## config.mk

```make
export PLATFORM = sky130hd
export DESIGN_NAME = dbd_exp
export DESIGN_NICKNAME = d
export VERILOG_FILES = /design/src/hw/rtl/dbd_pkg.sv /design/src/hw/rtl/dbd_exp.sv
export SDC_FILE = /design/constraint.sdc
export NUM_CORES = 2
export LEC_CHECK = 0
export BUFFER_PORTS_ARGS = -buffer_cell sky130_fd_sc_hd__buf_2
export CAP_MARGIN = 15
export CORE_MARGIN = 2
export CORE_UTILIZATION = 40
export CTS_BUF_LIST = sky130_fd_sc_hd__clkbuf_2
export CTS_CLUSTER_DIAMETER = 40
export DETAILED_ROUTE_END_ITERATION = 8
export SETUP_SLACK_MARGIN = 0.3
export SKIP_CTS_REPAIR_TIMING = 1
export SYNTH_ARGS = -nofsm -noshare
export SYNTH_HDL_FRONTEND = slang
export SYNTH_SLANG_ARGS = --single-unit
```

## constraint.sdc

```tcl
create_clock -name i_clk -period 21.2 [get_ports i_clk]
set_input_delay 1.06 -clock i_clk [delete_from_list [all_inputs] [get_ports i_clk]]
set_output_delay 1.06 -clock i_clk [all_outputs]
set_load 0.01 [all_outputs]
```

## src/hw/rtl/dbd_pkg.sv

```systemverilog
// dbd_pkg: shared types, constants and helpers for the detection box decode filter.
// No dependencies; used by every other file in hw/rtl.
package dbd_pkg;

    // network input geometry the anchor layout is built for
    localparam int IMAGE_WIDTH  = 640;
    localparam int IMAGE_HEIGHT = 640;

    // field widths
    localparam int IDX_W     = 14;
    localparam int DAT_W     = 16;
    localparam int FRAME_W   = 13;
    localparam int CFG_IDX_W = 2;
    localparam int NSTG      = 6;

    // grid geometry per scale level (strides 8, 16, 32)
    localparam int GW0 = IMAGE_WIDTH / 8;
    localparam int GW1 = IMAGE_WIDTH / 16;
    localparam int GW2 = IMAGE_WIDTH / 32;
    localparam int GH0 = IMAGE_HEIGHT / 8;
    localparam int GH1 = IMAGE_HEIGHT / 16;
    localparam int GH2 = IMAGE_HEIGHT / 32;
    localparam int BASE1 = GW0 * GH0;
    localparam int BASE2 = BASE1 + GW1 * GH1;
    localparam int TOTAL = BASE2 + GW2 * GH2;

    localparam int C_W    = IDX_W;
    localparam int GRID_W = 8;
    localparam int SH_W   = 3;

    // reciprocal divide: q = (c * RCP) >> RCP_K is exact for c < 2^IDX_W
    localparam int RCP_K = 24;
    localparam int RCP_W = 24;
    localparam int RCP0  = ((1 << RCP_K) + GW0 - 1) / GW0;
    localparam int RCP1  = ((1 << RCP_K) + GW1 - 1) / GW1;
    localparam int RCP2  = ((1 << RCP_K) + GW2 - 1) / GW2;

    // exp approximation
    localparam int EXP_W = 28;
    localparam logic signed [13:0] LOG2E     = 14'sd5909;
    localparam logic [DAT_W-1:0]   POLY_A    = 16'd43047;
    localparam logic [DAT_W-1:0]   POLY_B    = 16'd22489;
    localparam logic [17:0]        EXP_ONE   = 18'd65536;
    localparam logic [EXP_W-1:0]   EXP_MAX   = '1;

    // position widths (units of 2^-16 px)
    localparam int POS_W = 29;
    localparam int SIZE_W = 33;
    localparam int CMP_W = 36;

    typedef logic [NSTG-1:0] t_stage_en;

    typedef enum logic [1:0] {
        LVL_S8   = 2'd0,
        LVL_S16  = 2'd1,
        LVL_S32  = 2'd2,
        LVL_NONE = 2'd3
    } t_level;

    typedef enum logic [CFG_IDX_W-1:0] {
        CFG_SCORE_THR = 2'd0,
        CFG_FRAME_W   = 2'd1,
        CFG_FRAME_H   = 2'd2
    } t_cfg_reg;

    function automatic logic [RCP_W-1:0] f_rcp(input t_level lvl);
        unique case (lvl)
            LVL_S8:  return RCP_W'(RCP0);
            LVL_S16: return RCP_W'(RCP1);
            LVL_S32: return RCP_W'(RCP2);
            default: return '0;
        endcase
    endfunction

    function automatic logic [GRID_W:0] f_grid_w(input t_level lvl);
        unique case (lvl)
            LVL_S8:  return (GRID_W+1)'(GW0);
            LVL_S16: return (GRID_W+1)'(GW1);
            LVL_S32: return (GRID_W+1)'(GW2);
            default: return '0;
        endcase
    endfunction

    function automatic logic [SH_W-1:0] f_stride_sh(input t_level lvl);
        unique case (lvl)
            LVL_S8:  return 3'd3;
            LVL_S16: return 3'd4;
            LVL_S32: return 3'd5;
            default: return 3'd0;
        endcase
    endfunction

    // clip to [0, hi]; hi below zero clips everything to 0
    function automatic logic [POS_W-1:0] f_clamp(input logic signed [CMP_W-1:0] v,
                                                 input logic signed [CMP_W-1:0] hi);
        logic signed [CMP_W-1:0] t;
        t = (v > hi) ? hi : v;
        return (t < 0) ? '0 : POS_W'(t);
    endfunction

    // 2^-16 px to Q12.4, saturating
    function automatic logic [DAT_W-1:0] f_q124(input logic [POS_W-1:0] v);
        logic [POS_W-13:0] r;
        r = v[POS_W-1:12];
        return (r > (POS_W-12)'(16'hFFFF)) ? 16'hFFFF : DAT_W'(r);
    endfunction

endpackage

```

## src/hw/rtl/dbd_exp.sv

```systemverilog
// dbd_exp: stages 1-4, fixed-point exp of a Q4.12 log size, Q12.16 result, saturating.
// Depends on dbd_pkg.
module dbd_exp (
    input  logic                             i_clk,
    input  dbd_pkg::t_stage_en               i_en,
    input  logic signed [dbd_pkg::DAT_W-1:0] i_x,
    output logic [dbd_pkg::EXP_W-1:0]        o_e
);
    logic signed [30:0] r_t;
    logic signed [6:0]  r_n2, r_n3;
    logic [31:0]        r_fa, r_ff, r_b;
    logic [15:0]        r_a;
    logic [15:0]        n_f;
    logic [17:0]        n_p;
    logic [38:0]        n_up;
    logic [6:0]         n_neg;
    logic [17:0]        n_dn;
    logic [dbd_pkg::EXP_W-1:0] n_e;

    // t = x * log2(e); integer part is the top bits (floor), fraction below
    always_ff @(posedge i_clk) begin
        if (i_en[0]) r_t <= i_x * dbd_pkg::LOG2E;
    end

    assign n_f = r_t[23:8];

    always_ff @(posedge i_clk) begin
        if (i_en[1]) begin
            r_n2 <= r_t[30:24];
            r_fa <= n_f * dbd_pkg::POLY_A;
            r_ff <= n_f * n_f;
        end
    end

    always_ff @(posedge i_clk) begin
        if (i_en[2]) begin
            r_n3 <= r_n2;
            r_a  <= r_fa[31:16];
            r_b  <= r_ff[31:16] * dbd_pkg::POLY_B;
        end
    end

    always_comb begin
        n_p   = dbd_pkg::EXP_ONE + 18'(r_a) + 18'(r_b[31:16]);
        n_up  = 39'(n_p) << r_n3[4:0];
        n_neg = 7'(-r_n3);
        n_dn  = n_p >> n_neg;
        if (!r_n3[6]) begin
            if (r_n3 > 7'sd20 || n_up > 39'(dbd_pkg::EXP_MAX)) n_e = dbd_pkg::EXP_MAX;
            else n_e = n_up[dbd_pkg::EXP_W-1:0];
        end else begin
            n_e = dbd_pkg::EXP_W'(n_dn);
        end
    end

    always_ff @(posedge i_clk) begin
        if (i_en[3]) o_e <= n_e;
    end

endmodule

```

# [Word-level counts from Yosys, hierarchy flattened]
# Cells that the tools add are included.
# W data, S select, Z words.
[op_classes] multipliers=4 order_cmp=2 mux=2 shift=2 reduce_logical=1 add_sub_neg=3
[ops] cell="$gt A39 B28 Y1 const B" n=1
[ops] cell="$shl A18 B5 Y39" n=1
[ops] cell="$mul A16 B16 Y32" n=1
[ops] cell="$mul A16 B16 Y32 const B" n=1
[ops] cell="$mul A16 B15 Y31 const B" n=1
[ops] cell="$mul A16 B14 Y30 const B" n=1
[ops] cell="$mux W28" n=1
[ops] cell="$add A17 B16 Y18 const A" n=1
[ops] cell="$add A18 B15 Y18" n=1
[ops] cell="$mux W18" n=1
[ops] cell="$shr A18 B7 Y18" n=1
[ops] cell="$gt A7 B6 Y1 const B" n=1
[ops] cell="$neg A7 Y7" n=1
[ops] cell="$logic_or A1 B1 Y1" n=1
[word_totals] in_bits=23 ff_bits=184 out_inout_bits=28

# [Logic depth before layout (Yosys ltp)]
[logic_depth] word_depth=7 mapped_depth=27 mapped_depth_nobuf=26

# [Least setup slack after synthesis]
# No wires, ideal clock.
[synth_path] path_kind="register to register" from="register r_t[18]" to="register r_ff[30] (data pin)" n_path_buf=1 required_ns=20.942 stages_incl_launch_ff=28 slack_ns=14.420 t_arrival_ns=6.522 cell_sequence="edfxtp_1 > clkbuf_1 > inv_1 > nor2_1 > fa_1 > inv_1 > fa_1 > inv_1 > fa_1 > inv_1 > fa_1 > inv_1 > fa_1 > inv_1 > fa_1 > inv_1 > ha_1 > o21a_1 > o21a_1 > o21ai_0 > a31oi_1 > o41a_1 > a41o_1 > a21oi_1 > a21oi_1 > a31o_2 > a21oi_1 > xnor2_1"
[synth_between] elab_chain_cells=1
[synth_rtl] element="from (decl)" line_no="dbd_exp.sv:9" source="logic signed [30:0] r_t;"
[synth_rtl] element="from (signal assigned)" line_no="dbd_exp.sv:22" source="if (i_en[0]) r_t <= i_x * dbd_pkg::LOG2E;"
[synth_rtl] element="$mul A16 B16 Y32" line_no="dbd_exp.sv:31" source="r_ff <= n_f * n_f;"
[synth_rtl] element="to (signal assigned)" line_no="dbd_exp.sv:31"
[synth_rtl] element="to (decl)" line_no="dbd_exp.sv:11" source="logic [31:0] r_fa, r_ff, r_b;"
# Every way passes these cells.
# A chain may end at the register's enable or synchronous reset.

# [Worst setup path in the final report]
# Same ends and word-level chain as after synthesis.

==> results.toml <==
[synth]
synth_top_area_cell = "fa_1"
synth_nets = 3636
syn-mean-instance-area_sq_um = 9.863
synth_xor_xnor_area_share_pct = 2.910
synthSimpleGateAreaFrac_pct = 8.185
synth-main-ff-cell = "edfxtp_1"
seq_area_frac_synth_pct = 13.99
synth-edff-count = 125
synth_compound_gate_area_share_pct = 9.664
ys.warnings.count = 0
yosysTopAreaCellShare_pct = 29.48
async_flop_share_pct = 0
synth_top_family_by_area = "adder cells"
synthTopCellsByArea = "fa_1 (29%), ha_1 (23%), edfxtp_1 (14%), inv_1 (9.8%), nor2_1 (2.0%)"
synthAdderAreaFrac_pct = 52.70
synth.distinct_cells = 97
synth_area_sq_um = 26830
ys_ff_latch = 125
syn-instance-count = 2720
synth.mux.area_fraction_pct = 1.632

[timing]
max_freq_ghz = 0.1341
skew_ns = 0.08560
timing.final.crit_period_ns = 7.457
maxSlewViolCount = 0
hold_viol = 0
rsz0062_at_grt = "no"
setup_viol = 0
fin_tns_setup_ns = 0
tightestPinTransition_ns = 1.195
period_share_pct = 35.18
hold_ws_ns = 0.4039
maxSlewHeadroom_pct = 20.36

[placed_design]
gp_congestion = 0.8841
port_buffers = 48
place_area_sq_um = 27970
place_hpwl_mm = 49.47

[routing]
vias = 18610
post-route-drc-count = 0
post_drt_wl_per_cell_um = 16.08
drt-initial-drc-count = 873
antenna_left = 0
top_layer = "met4"
routed-wl-met2_mm = 28.98
vias_per_cell = 5.134
wl_met1_mm = 26.03
wl_met3_mm = 2.138
drtPass1Iterations = 5
totalWireLength_mm = 58.29

[final_layout]
stdcell_area_sq_um = 28240
drive_gt1_share_pct = 5.695
area_growth_pct = 5.261
final_nets = 3660
fin_util_pct = 42.72

[die]
start_util_pct = 40.59
io_pins = 51
rows = 94
die_w_um = 263.0
design.core.area_sq_um = 66100
die_area_sq_um = 69160
chipHeight_um = 263.0

[clock_network]
clkTransAtPathRegs_ns = 0.22
clockBufferDepth = 2
worstSkewPairLatency_ns = 0.93
cts_buffers = 17
htreeDepth = 4
cts_root_buf = "clkbuf_2"
cts_tree = "yes"
cts.sink_count = 125

[grt]
grt_overflow = 0
antenna_found_initial = 3
grt_pass1_vias = 20100
grt_max_degree = 49
grt_pass1_wl_mm = 99.93
grtUsageTotal_pct = 17.70

[run_status]
status = "finished clean"

[critical_path]
reg2reg_from = "r_t[18]"
path_class = "flop to flop"
cp.required_ns = 21.85
r2r_slack_ns = 13.74
crit_fanout = 16
end_kind = "flop"
r2r_cells = 27
r2r-end = "r_ff[30]"
critical_path.startpoint_type = "flop"
crit_arrival_ns = 8.11

[min_path]
hp-start = "r_fa[19]"
hold_path_class = "flop to flop"
hold-path-endpoint = "r_a[3]"
whs_path_depth = 0

[job]
maxCapViolCount = 0
[cell usage after synthesis (7+ instances only)]
master,number
xor2_1,29
o211ai_1,12
ha_1,498
o2111ai_1,7
mux2i_1,13
nor2b_1,16
or2_2,13
o21bai_1,8
o21a_1,18
a21o_1,33
nor3_1,45
a31oi_1,15
inv_1,698
a211oi_1,23
edfxtp_1,125
o21ai_0,62
nand2_1,120
nor2_1,140
nand4_1,9
a21oi_1,91
buf_1,7
or3_1,10
mux4_2,11
fa_1,395
xnor2_1,57
nand2b_1,13
o31ai_1,9
and2_1,28
nand3_1,20
and3_1,7
clkbuf_1,38
[flip-flops by register name (all words and copies together) (netlist names)]
register / cells
o_e: 28
r_n3: 6
r_ff: 16
r_fa: 16
r_b: 15
r_t: 22
r_n2: 6
r_a: 16
[placed cells by master (no fill, tap or decap), types with 18 or more instances in the layout]
| master | instances |
|---|---|
| a211oi_1 | 23 |
| a21o_1 | 33 |
| a21oi_1 | 91 |
| and2_1 | 28 |
| buf_2 | 48 |
| edfxtp_1 | 125 |
| fa_1 | 395 |
| ha_1 | 498 |
| inv_1 | 698 |
| nand2_1 | 120 |
| nand3_1 | 20 |
| nor2_1 | 140 |
| nor3_1 | 45 |
| o21a_1 | 18 |
| o21ai_0 | 62 |
| xnor2_1 | 57 |
| xor2_1 | 29 |
[per-layer routing]
layer | vias to the layer above | global-route usage (%)
met5 | - | 0
met4 | 0 | 4.402
met3 | 79 | 2.189
met2 | 339 | 31.02
met1 | 9275 | 23.20
li1 | 8914 | -
[logic make-up after synthesis]
kind of cell,count (synthesis)
buf+inv,759
flops,125
mux,28
compound gates,374
fa+ha+maj,893
simple gates,454
xor+xnor,87
[area by class of cell]
cell class | instances | area (sq um)
clock buffers | 17 | 85.08
flip-flops and latches | 125 | 3754
multi-input cells | 1836 | 20150
diodes | 3 | 7.507
inverters | 699 | 2624
repair buffers | 65 | 367.9
well taps | 864 | 1081
clock inverters | 15 | 173.9
fillers | 6446 | 37860
[worst max-delay path, stage by stage, from the launching register on]
cell and delay (ns):
edfxtp_1 0.41, buf_4 0.24, inv_1 0.31, nor2_1 0.16, fa_1 0.56, inv_1 0.05, fa_1 0.47, inv_1 0.05
fa_1 0.52, inv_1 0.06, fa_1 0.48, inv_1 0.05, fa_1 0.53, inv_1 0.06, fa_1 0.53, inv_1 0.04
ha_1 0.30, o21a_1 0.11, o21a_1 0.15, o21ai_0 0.14, a31oi_1 0.07, o41a_1 0.44, a41o_1 0.37, a21oi_1 0.34
a21oi_1 0.22, a31o_2 0.30, a21oi_1 0.17, xnor2_1 0.07
[metrics by stage]
step	cells	setup WS, ns
floorplan	2720	14.42
global placement	3589	13.73
detailed placement	3589	13.79
CTS	3621	13.70
global route	3623	13.33
finish	3624	13.74
[how the worst max path moves through the flow]
stage | from | endpoint | slack, ns | cells past startpoint
6_report | r_t[18] | r_ff[30] | 13.74 | 27
5_1_grt | r_t[15] | r_ff[30] | 13.33 | 24
4_1_cts | r_t[18] | r_ff[30] | 13.70 | 27
3_5_place_dp | r_t[18] | r_ff[30] | 13.79 | 27
3_3_place_gp | r_t[15] | r_ff[30] | 13.73 | 23
2_1_floorplan | r_t[18] | r_ff[30] | 14.42 | 27
Power is not shown: default switching activity piles up to over one toggle a cycle in this logic, so the estimate is an artifact.
