File: src/hw/rtl/dbd_pkg.sv
// dbd_pkg: shared types, constants and helpers for the detection box decode filter.
// No dependencies; used by every other file in hw/rtl.
package dbd_pkg;

    // network input geometry the anchor layout is built for
    localparam int IMAGE_WIDTH  = 640;
    localparam int IMAGE_HEIGHT = 640;

    // field widths
    localparam int IDX_W     = 14;
    localparam int DAT_W     = 16;
    localparam int FRAME_W   = 13;
    localparam int CFG_IDX_W = 2;
    localparam int NSTG      = 6;

    // grid geometry per scale level (strides 8, 16, 32)
    localparam int GW0 = IMAGE_WIDTH / 8;
    localparam int GW1 = IMAGE_WIDTH / 16;
    localparam int GW2 = IMAGE_WIDTH / 32;
    localparam int GH0 = IMAGE_HEIGHT / 8;
    localparam int GH1 = IMAGE_HEIGHT / 16;
    localparam int GH2 = IMAGE_HEIGHT / 32;
    localparam int BASE1 = GW0 * GH0;
    localparam int BASE2 = BASE1 + GW1 * GH1;
    localparam int TOTAL = BASE2 + GW2 * GH2;

    localparam int C_W    = IDX_W;
    localparam int GRID_W = 8;
    localparam int SH_W   = 3;

    // reciprocal divide: q = (c * RCP) >> RCP_K is exact for c < 2^IDX_W
    localparam int RCP_K = 24;
    localparam int RCP_W = 24;
    localparam int RCP0  = ((1 << RCP_K) + GW0 - 1) / GW0;
    localparam int RCP1  = ((1 << RCP_K) + GW1 - 1) / GW1;
    localparam int RCP2  = ((1 << RCP_K) + GW2 - 1) / GW2;

    // exp approximation
    localparam int EXP_W = 28;
    localparam logic signed [13:0] LOG2E     = 14'sd5909;
    localparam logic [DAT_W-1:0]   POLY_A    = 16'd43047;
    localparam logic [DAT_W-1:0]   POLY_B    = 16'd22489;
    localparam logic [17:0]        EXP_ONE   = 18'd65536;
    localparam logic [EXP_W-1:0]   EXP_MAX   = '1;

    // position widths (units of 2^-16 px)
    localparam int POS_W = 29;
    localparam int SIZE_W = 33;
    localparam int CMP_W = 36;

    typedef logic [NSTG-1:0] t_stage_en;

    typedef enum logic [1:0] {
        LVL_S8   = 2'd0,
        LVL_S16  = 2'd1,
        LVL_S32  = 2'd2,
        LVL_NONE = 2'd3
    } t_level;

    typedef enum logic [CFG_IDX_W-1:0] {
        CFG_SCORE_THR = 2'd0,
        CFG_FRAME_W   = 2'd1,
        CFG_FRAME_H   = 2'd2
    } t_cfg_reg;

    function automatic logic [RCP_W-1:0] f_rcp(input t_level lvl);
        unique case (lvl)
            LVL_S8:  return RCP_W'(RCP0);
            LVL_S16: return RCP_W'(RCP1);
            LVL_S32: return RCP_W'(RCP2);
            default: return '0;
        endcase
    endfunction

    function automatic logic [GRID_W:0] f_grid_w(input t_level lvl);
        unique case (lvl)
            LVL_S8:  return (GRID_W+1)'(GW0);
            LVL_S16: return (GRID_W+1)'(GW1);
            LVL_S32: return (GRID_W+1)'(GW2);
            default: return '0;
        endcase
    endfunction

    function automatic logic [SH_W-1:0] f_stride_sh(input t_level lvl);
        unique case (lvl)
            LVL_S8:  return 3'd3;
            LVL_S16: return 3'd4;
            LVL_S32: return 3'd5;
            default: return 3'd0;
        endcase
    endfunction

    // clip to [0, hi]; hi below zero clips everything to 0
    function automatic logic [POS_W-1:0] f_clamp(input logic signed [CMP_W-1:0] v,
                                                 input logic signed [CMP_W-1:0] hi);
        logic signed [CMP_W-1:0] t;
        t = (v > hi) ? hi : v;
        return (t < 0) ? '0 : POS_W'(t);
    endfunction

    // 2^-16 px to Q12.4, saturating
    function automatic logic [DAT_W-1:0] f_q124(input logic [POS_W-1:0] v);
        logic [POS_W-13:0] r;
        r = v[POS_W-1:12];
        return (r > (POS_W-12)'(16'hFFFF)) ? 16'hFFFF : DAT_W'(r);
    endfunction

endpackage

File: src/hw/rtl/dbd_locate.sv
// dbd_locate: stages 1-3, anchor index to level and grid cell, score and drop test.
// Depends on dbd_pkg.
module dbd_locate (
    input  logic                           i_clk,
    input  dbd_pkg::t_stage_en             i_en,
    input  logic [dbd_pkg::IDX_W-1:0]      i_idx,
    input  logic signed [dbd_pkg::DAT_W-1:0] i_offx,
    input  logic signed [dbd_pkg::DAT_W-1:0] i_offy,
    input  logic [dbd_pkg::DAT_W-1:0]      i_obj,
    input  logic [dbd_pkg::DAT_W-1:0]      i_cls,
    input  logic [dbd_pkg::DAT_W-1:0]      i_thr,
    output dbd_pkg::t_level                o_lvl,
    output logic [dbd_pkg::GRID_W-1:0]     o_gx,
    output logic [dbd_pkg::GRID_W-1:0]     o_gy,
    output logic signed [dbd_pkg::DAT_W-1:0] o_offx,
    output logic signed [dbd_pkg::DAT_W-1:0] o_offy,
    output logic [dbd_pkg::DAT_W-1:0]      o_score,
    output logic                           o_keep
);
    localparam int PW = dbd_pkg::C_W + dbd_pkg::RCP_W;

    dbd_pkg::t_level                  n_lvl;
    logic [dbd_pkg::C_W-1:0]          n_c;
    logic [2*dbd_pkg::DAT_W-1:0]      n_prod;

    // stage 1
    dbd_pkg::t_level                  r1_lvl;
    logic [dbd_pkg::C_W-1:0]          r1_c;
    logic [dbd_pkg::DAT_W-1:0]        r1_score;
    logic                             r1_pass;
    logic signed [dbd_pkg::DAT_W-1:0] r1_offx, r1_offy;
    // stage 2
    dbd_pkg::t_level                  r2_lvl;
    logic [dbd_pkg::C_W-1:0]          r2_c;
    logic [PW-1:0]                    r2_q;
    logic [dbd_pkg::DAT_W-1:0]        r2_score;
    logic                             r2_keep;
    logic signed [dbd_pkg::DAT_W-1:0] r2_offx, r2_offy;

    logic [dbd_pkg::GRID_W-1:0]       n_q8;
    logic [dbd_pkg::GRID_W+dbd_pkg::GRID_W:0] n_qw;

    always_comb begin
        priority if (32'(i_idx) < dbd_pkg::BASE1) begin
            n_lvl = dbd_pkg::LVL_S8;
            n_c   = i_idx;
        end else if (32'(i_idx) < dbd_pkg::BASE2) begin
            n_lvl = dbd_pkg::LVL_S16;
            n_c   = dbd_pkg::C_W'(32'(i_idx) - dbd_pkg::BASE1);
        end else if (32'(i_idx) < dbd_pkg::TOTAL) begin
            n_lvl = dbd_pkg::LVL_S32;
            n_c   = dbd_pkg::C_W'(32'(i_idx) - dbd_pkg::BASE2);
        end else begin
            n_lvl = dbd_pkg::LVL_NONE;
            n_c   = i_idx;
        end
    end

    assign n_prod = i_obj * i_cls;

    always_ff @(posedge i_clk) begin
        if (i_en[0]) begin
            r1_lvl   <= n_lvl;
            r1_c     <= n_c;
            r1_score <= n_prod[2*dbd_pkg::DAT_W-1:dbd_pkg::DAT_W];
            r1_pass  <= (i_obj >= i_thr);
            r1_offx  <= i_offx;
            r1_offy  <= i_offy;
        end
    end

    always_ff @(posedge i_clk) begin
        if (i_en[1]) begin
            r2_lvl   <= r1_lvl;
            r2_c     <= r1_c;
            r2_q     <= r1_c * dbd_pkg::f_rcp(r1_lvl);
            r2_score <= r1_score;
            r2_keep  <= r1_pass && (r1_score > i_thr) && (r1_lvl != dbd_pkg::LVL_NONE);
            r2_offx  <= r1_offx;
            r2_offy  <= r1_offy;
        end
    end

    // row and column; only the low bits matter since both stay below 256 for a kept anchor
    assign n_q8 = r2_q[dbd_pkg::RCP_K +: dbd_pkg::GRID_W];
    assign n_qw = n_q8 * dbd_pkg::f_grid_w(r2_lvl);

    always_ff @(posedge i_clk) begin
        if (i_en[2]) begin
            o_lvl   <= r2_lvl;
            o_gy    <= n_q8;
            o_gx    <= dbd_pkg::GRID_W'(r2_c[dbd_pkg::GRID_W-1:0] - n_qw[dbd_pkg::GRID_W-1:0]);
            o_score <= r2_score;
            o_keep  <= r2_keep;
            o_offx  <= r2_offx;
            o_offy  <= r2_offy;
        end
    end

endmodule

File: config.mk
export PLATFORM = sky130hd
export DESIGN_NAME = dbd_locate
export DESIGN_NICKNAME = d
export VERILOG_FILES = /design/src/hw/rtl/dbd_pkg.sv /design/src/hw/rtl/dbd_locate.sv
export SDC_FILE = /design/constraint.sdc
export NUM_CORES = 1
export LEC_CHECK = 0
export BUFFER_PORTS_ARGS = -buffer_cell sky130_fd_sc_hd__buf_2
export CORE_ASPECT_RATIO = 0.9
export CORE_MARGIN = 3
export CORE_UTILIZATION = 48
export CTS_BUF_LIST = sky130_fd_sc_hd__clkbuf_4 sky130_fd_sc_hd__clkbuf_8
export CTS_CLUSTER_DIAMETER = 30
export DETAILED_ROUTE_END_ITERATION = 7
export HOLD_SLACK_MARGIN = 0.05
export PLACE_DENSITY_LB_ADDON = 0.15
export SLEW_MARGIN = 20
export SYNTH_ARGS = -nofsm -noshare
export SYNTH_HDL_FRONTEND = slang
export SYNTH_SLANG_ARGS = --single-unit
File: constraint.sdc
create_clock -name i_clk -period 11.7 [get_ports i_clk]
set_input_delay 0.585 -clock i_clk [delete_from_list [all_inputs] [get_ports i_clk]]
set_output_delay 0.585 -clock i_clk [all_outputs]
set_load 0.03 [all_outputs]
After elaboration in Yosys (flattened, before gate mapping)
Cells that the tools add are included.
{ "totals": {"regBits": 223, "inputBits": 101, "output_inout_bits": 67} }
{ "op_classes": {"n_eq_ne": 5, "muxes": 8, "multipliers": 3, "n_addsub": 3, "order_cmp": 5, "n_reduce_logical": 5} }
{ "op_table": {"columns": ["op", "count"], "rows": [
  ["20-bit one-hot mux with 3 select lines", 1],
  ["14-bit two-way mux", 3],
  ["14-bit by 24-bit multiplier with 32-bit output", 1],
  ["16-bit by 16-bit multiplier with 32-bit output", 1],
  ["14-bit by 13-bit less-than comparator with 1-bit output (second input constant)", 2],
  ["14-bit by 13-bit subtractor with 14-bit output (second input constant)", 2],
  ["24-bit two-way mux", 1],
  ["7-bit one-hot mux with 3 select lines", 1],
  ["16-bit greater-or-equal comparator", 1],
  ["16-bit > comparator", 1],
  ["14-bit less-than comparator (second input constant)", 1],
  ["8-bit by 7-bit multiplier with 8-bit output", 1],
  ["8-bit subtractor", 1],
  ["2-bit by 1-bit == test with 1-bit output (second input constant)", 2],
  ["2-bit == test (second input constant)", 2],
  ["2-bit logical NOT", 2],
  ["1-bit logical AND", 2],
  ["1-bit two-way mux", 2],
  ["2-bit != test (second input constant)", 1],
  ["2-bit OR reduction", 1]
]} }

Depth between registers and ports, before layout
{ "logic_depth": {"depth_word": 4, "depth_mapped": 27, "depth_no_buf": 26} }

Least setup slack after synthesis
No wires, ideal clock.
{ "synth_timing": {"path_kind": "reg2reg", "startpoint": "register r1_lvl[1]", "endpoint": "register r2_q[30] (data pin)", "stages_incl_launch_ff": 27, "path_slack_ps": 5350, "period_less_slack_ps": 6350, "arrival_time_ps": 6093, "setup_time_ps": 258, "cell_sequence": "edfxtp_1 inv_1 ha_1 nor2_1 nor2_1 clkbuf_1 nand2_1 fa_1 inv_1 fa_1 fa_1 inv_1 fa_1 inv_1 fa_1 inv_1 fa_1 inv_1 ha_1 nand2_1 o21ai_0 a2111oi_0 o2111ai_1 nand3_1 nand3b_1 a21oi_1 xnor2_1"} }
{ "synth_via": {"elab_chain_len": 4, "word_cells_on_any_way": 6, "classes_between": "mul (1); eq/ne (2); mux (2); reduce/logical (1)"} }
{ "synth_rtl": {"columns": ["item", "line", "source"], "rows": [
  ["start: declaration", "dbd_locate.sv:27", "dbd_pkg::t_level r1_lvl;"],
  ["start signal: assignment", "dbd_locate.sv:63", "r1_lvl <= n_lvl;"],
  ["2-bit == test, or another cell as far along", "dbd_pkg.sv:67", "unique case (lvl)"],
  ["20-bit one-hot mux with 3 select lines (*)", "dbd_pkg.sv:67", null],
  ["24-bit two-way mux (*)", "dbd_locate.sv:73", "if (i_en[1]) begin"],
  ["14-bit by 24-bit multiplier with 32-bit output (*)", "dbd_locate.sv:76", "r2_q <= r1_c * dbd_pkg::f_rcp(r1_lvl);"],
  ["end signal: assignment", "dbd_locate.sv:76", null],
  ["end: declaration", "dbd_locate.sv:35", "logic [PW-1:0] r2_q;"]
]} }
Mark *: on every way between the ends. The rest lies on a longest branch, timed or not. The select of a mux whose other input is x is not followed.
A chain may end at the register's enable or synchronous reset.

Worst setup path in the final report
Ends and elaborated chain as after synthesis.

==> metrics.csv <==
stage,metric,value,unit
status,status,finished clean,
timing,minimum clock period,7.90,ns
floorplan,Starting Density,49.2,%
yosys,Syn Area/Cell,11.0,um^2
setup_path,crit-path most repeated cell,fa_1,
setup_path,Arrival @ worst endpoint,8.11,ns
layout,fin cells,2700,
floorplan,full die area,0.0473,mm^2
yosys,Synth top area share,30.5,%
yosys,asr flop ratio synth,0,%
yosys,#FFs+latches synth,199,
layout,Layout area overhead,8.62,%
setup_path,crit path kind,reg2reg,
clock_tree,Post-CTS Hold Buffers,0,
setup_path,CP Capture Type,flip-flop,
drt,WL/cell,17.8,um
timing,Slew HR,29.5,%
yosys,count of different cell masters after synthesis,57,
grt,Global Route Usage Sum,20.9,%
clock_tree,Inserted Clock Buffers,17,
floorplan,core area,0.0436,mm^2
pwr,Net Sw Frac,48.6,%
setup_path,critical-path maximum fanout,14,
timing,fin. max-slew vios,0,
layout,Filler cells,3973,
yosys,multiplexer share of the synthesized area,0,%
clock_tree,PostCTS Resize Cnt,0,
grt,vias in the first global route,14900,
min_path,hold crit path type,in2reg,
pwr,sequential power share,16.5,%
flow_run,maxcap violations,0,
clock_tree,root buffer cell,clkbuf_8,
clock_tree,CTS tree,yes,
yosys,Post-Syn Area,0.0215,mm^2
timing,Fin Setup TNS,0,ns
pwr,Power Internal,3.58,mW
timing,Tcrit/Tclk final,67.5,%
drt,Initial DRC Count,653,
yosys,Post-Syn Nets,2635,
placed_design,DP Cell Count,2666,
grt,first-pass GRT wire length,77600,um
timing,RSZ-0062 raised after global routing,false,
floorplan,die height,207,um
yosys,Synth Area in Compound Gates,4.35,%
placed_design,GPL Wtd Cong,0.837,
pwr,clock power share,6.4,%
pwr,maximum VDD drop,0.000297,V
setup_path,CP Launch Type,flip-flop,
yosys,post-synthesis adder-cell area fraction,45.7,%
floorplan,IO Pins,168,
timing,fmax,127,MHz
layout,Finished Core Util,53.5,%
yosys,Mapped Cells,1947,
drt,DR DRC count,0,
clock_tree,"Reg clk slew, reported paths",0.10,ns
yosys,post-synthesis simple-gate area fraction,10.9,%
timing,WHS,0.287,ns
clock_tree,Setup Buffers After CTS,0,
pwr,Combinational Power Share,77.1,%
setup_path,Worst path slowest cell,nor2_1,
yosys,sequential element share of the synthesized area,27.8,%
layout,register area,0.00598,mm^2
drt,DRT Wirelength,48100,um
grt,global route overflow,0,
grt,largest net degree at the start of global routing,68,
layout,# nets final,2781,
yosys,Synth Area in XOR/XNOR,2.45,%
yosys,dominant cell type by area after synthesis,fa_1,
placed_design,port bufs,164,
setup_path,CP required,11.92,ns
drt,drt pass-1 iters,5,
setup_path,FF-to-FF path depth,24,
timing,Final Hold Viols,0,
yosys,"top cells by area, synth","fa_1, edfxtp_1, ha_1",
drt,Via-to-Cell Ratio,5.04,
pwr,leakage power,11.5,nW
setup_path,CP cell instances,inv_1 > ha_1 > nor2_1 > nor2_1 > nand2_1 > fa_1 > inv_1 > fa_1 > ha_1 > xnor2_1 > fa_1 > fa_1 > inv_1 > fa_1 > inv_1 > ha_1 > a21oi_1 > o21ai_0 > a2111oi_0 > o2111ai_1 > nand3_1 > nand3b_1 > a21oi_1 > xnor2_1,
pwr,switching pwr,3.38,mW
setup_path,CP peak stage delay,0.81,ns
layout,fraction of layout cells with a size suffix above 1,10.1,%
yosys,"Warnings, synthesis",0,
drt,Post-DRT Antenna Nets,0,
floorplan,num rows,72,
drt,via count,13600,
yosys,main combinational cell family by area after synthesis,adder cells,
placed_design,HPWL Detailed,38800,um
timing,Layout Skew,0.00812,ns
min_path,hold depth,1,
grt,antenna violations before repair,5,
clock_tree,Sink Count,199,
yosys,Most used DFF post-synth,edfxtp_1,
pwr,pwr dens,299,mW/mm^2
layout,multi-input logic area,0.0136,mm^2
timing,Final Setup Violations,0,
floorplan,Die X-Extent,229,um
clock_tree,CTS max path bufs,2,
yosys,Post-synth EDFFs,199,
placed_design,pre-CTS setup slack,3.80,ns
clock_tree,clock latency on the worst-skew pair,0.46,ns
clock_tree,total number of H-tree levels,4,
timing,setup ws final,3.80,ns
timing,worst slew pin tran,1.05,ns
[area by class of cell]
type,instances,area share (%)
Antenna cell,2,0.0215
Sequential cell,199,25.6
Clock inverter,15,0.762
Timing Repair Buffer,167,3.62
Inverter,463,7.45
Tap cell,592,3.18
Clock buffer,17,1.00
Multi-Input combinational cell,1245,58.3
[worst max-delay path, delay by kind of cell, from the launching register on]
kind	cells	cell delay [ns]
flip-flops	1	0.45
AO/OA/AOI/OAI	5	1.33
buffers and inverters	4	0.29
adder cells (fa/ha/maj)	8	3.69
XOR/XNOR	2	0.46
AND/OR/NAND/NOR	5	1.42
[metrics by stage]
step,total power [mW],cell area [um^2]
after floorplan,5.16,21500
after global placement,6.44,22900
after detailed placement,6.60,22900
after CTS,7.08,23300
after global routing,7.83,23300
final,6.97,23300
[worst paths after layout]
path | slack [ns] | endpoint | startpoint
worst max register to register | 3.80 | r2_q[30] | r1_lvl[1]
worst max-delay path | 3.80 | r2_q[30] | r1_lvl[1]
worst min register to register | 0.42 | r2_offx[4] | r1_offx[4]
worst min-delay path | 0.29 | r1_offx[11] | i_offx[11]
[per-layer routing]
| metal | routed length, um | track usage (%) | vias up |
|---|---|---|---|
| li1 | - | - | 6364 |
| met1 | 21000 | 27.7 | 6941 |
| met2 | 24100 | 37.1 | 256 |
| met3 | 2050 | 3.11 | 49 |
| met4 | 874 | 4.57 | 6 |
| met5 | 27 | 0 | - |
[power by group through the flow]
stage / sequential, mW / clock [mW] / combinational [mW]
final: 1.15 / 0.445 / 5.37
after floorplan: 1.22 / 0 / 3.95
after global routing: 1.17 / 0.491 / 6.17
after global placement: 1.17 / 0 / 5.27
after detailed placement: 1.17 / 0 / 5.43
after CTS: 1.15 / 0.461 / 5.47
[cell usage after synthesis (3+ instances only)]
| master | count |
|---|---|
| inv_1 | 463 |
| o21ai_0 | 19 |
| nor2_1 | 34 |
| and2_1 | 164 |
| and3_1 | 6 |
| xnor2_1 | 42 |
| nand4_1 | 7 |
| a221oi_1 | 3 |
| clkbuf_1 | 40 |
| o21ai_1 | 3 |
| o211ai_1 | 3 |
| ha_1 | 260 |
| nor2b_1 | 25 |
| fa_1 | 327 |
| nor3_1 | 6 |
| xor2_1 | 18 |
| nand3_1 | 16 |
| nand3b_1 | 3 |
| edfxtp_1 | 199 |
| o21a_1 | 3 |
| a21o_1 | 25 |
| nand2b_1 | 7 |
| o21bai_1 | 6 |
| nand2_1 | 189 |
| a21oi_1 | 35 |
| a211oi_1 | 6 |
[layout by cell type, fill, tap and decap left out, types with 5 or more instances in the layout]
cell	Yosys	routed
inv_1	463	463
fa_1	327	327
ha_1	260	260
edfxtp_1	199	199
nand2_1	189	189
and2_1	164	164
buf_2	0	164
xnor2_1	42	42
a21oi_1	35	35
nor2_1	34	34
a21o_1	25	25
nor2b_1	25	25
o21ai_0	19	19
xor2_1	18	18
clkbuf_8	0	17
nand3_1	16	16
nand4_1	7	7
nand2b_1	7	7
o21bai_1	6	6
a211oi_1	6	6
and3_1	6	6
nor3_1	6	6
clkinvlp_4	0	5
[kinds of logic after synthesis]
| group | count (synthesis) |
|---|---|
| XOR/XNOR | 60 |
| buffers and inverters | 503 |
| AO/OA/AOI/OAI | 133 |
| flip-flops | 199 |
| AND/OR/NAND/NOR | 465 |
| adder cells (fa/ha/maj) | 587 |
No activity file was read; power rests on OpenSTA's default activity.
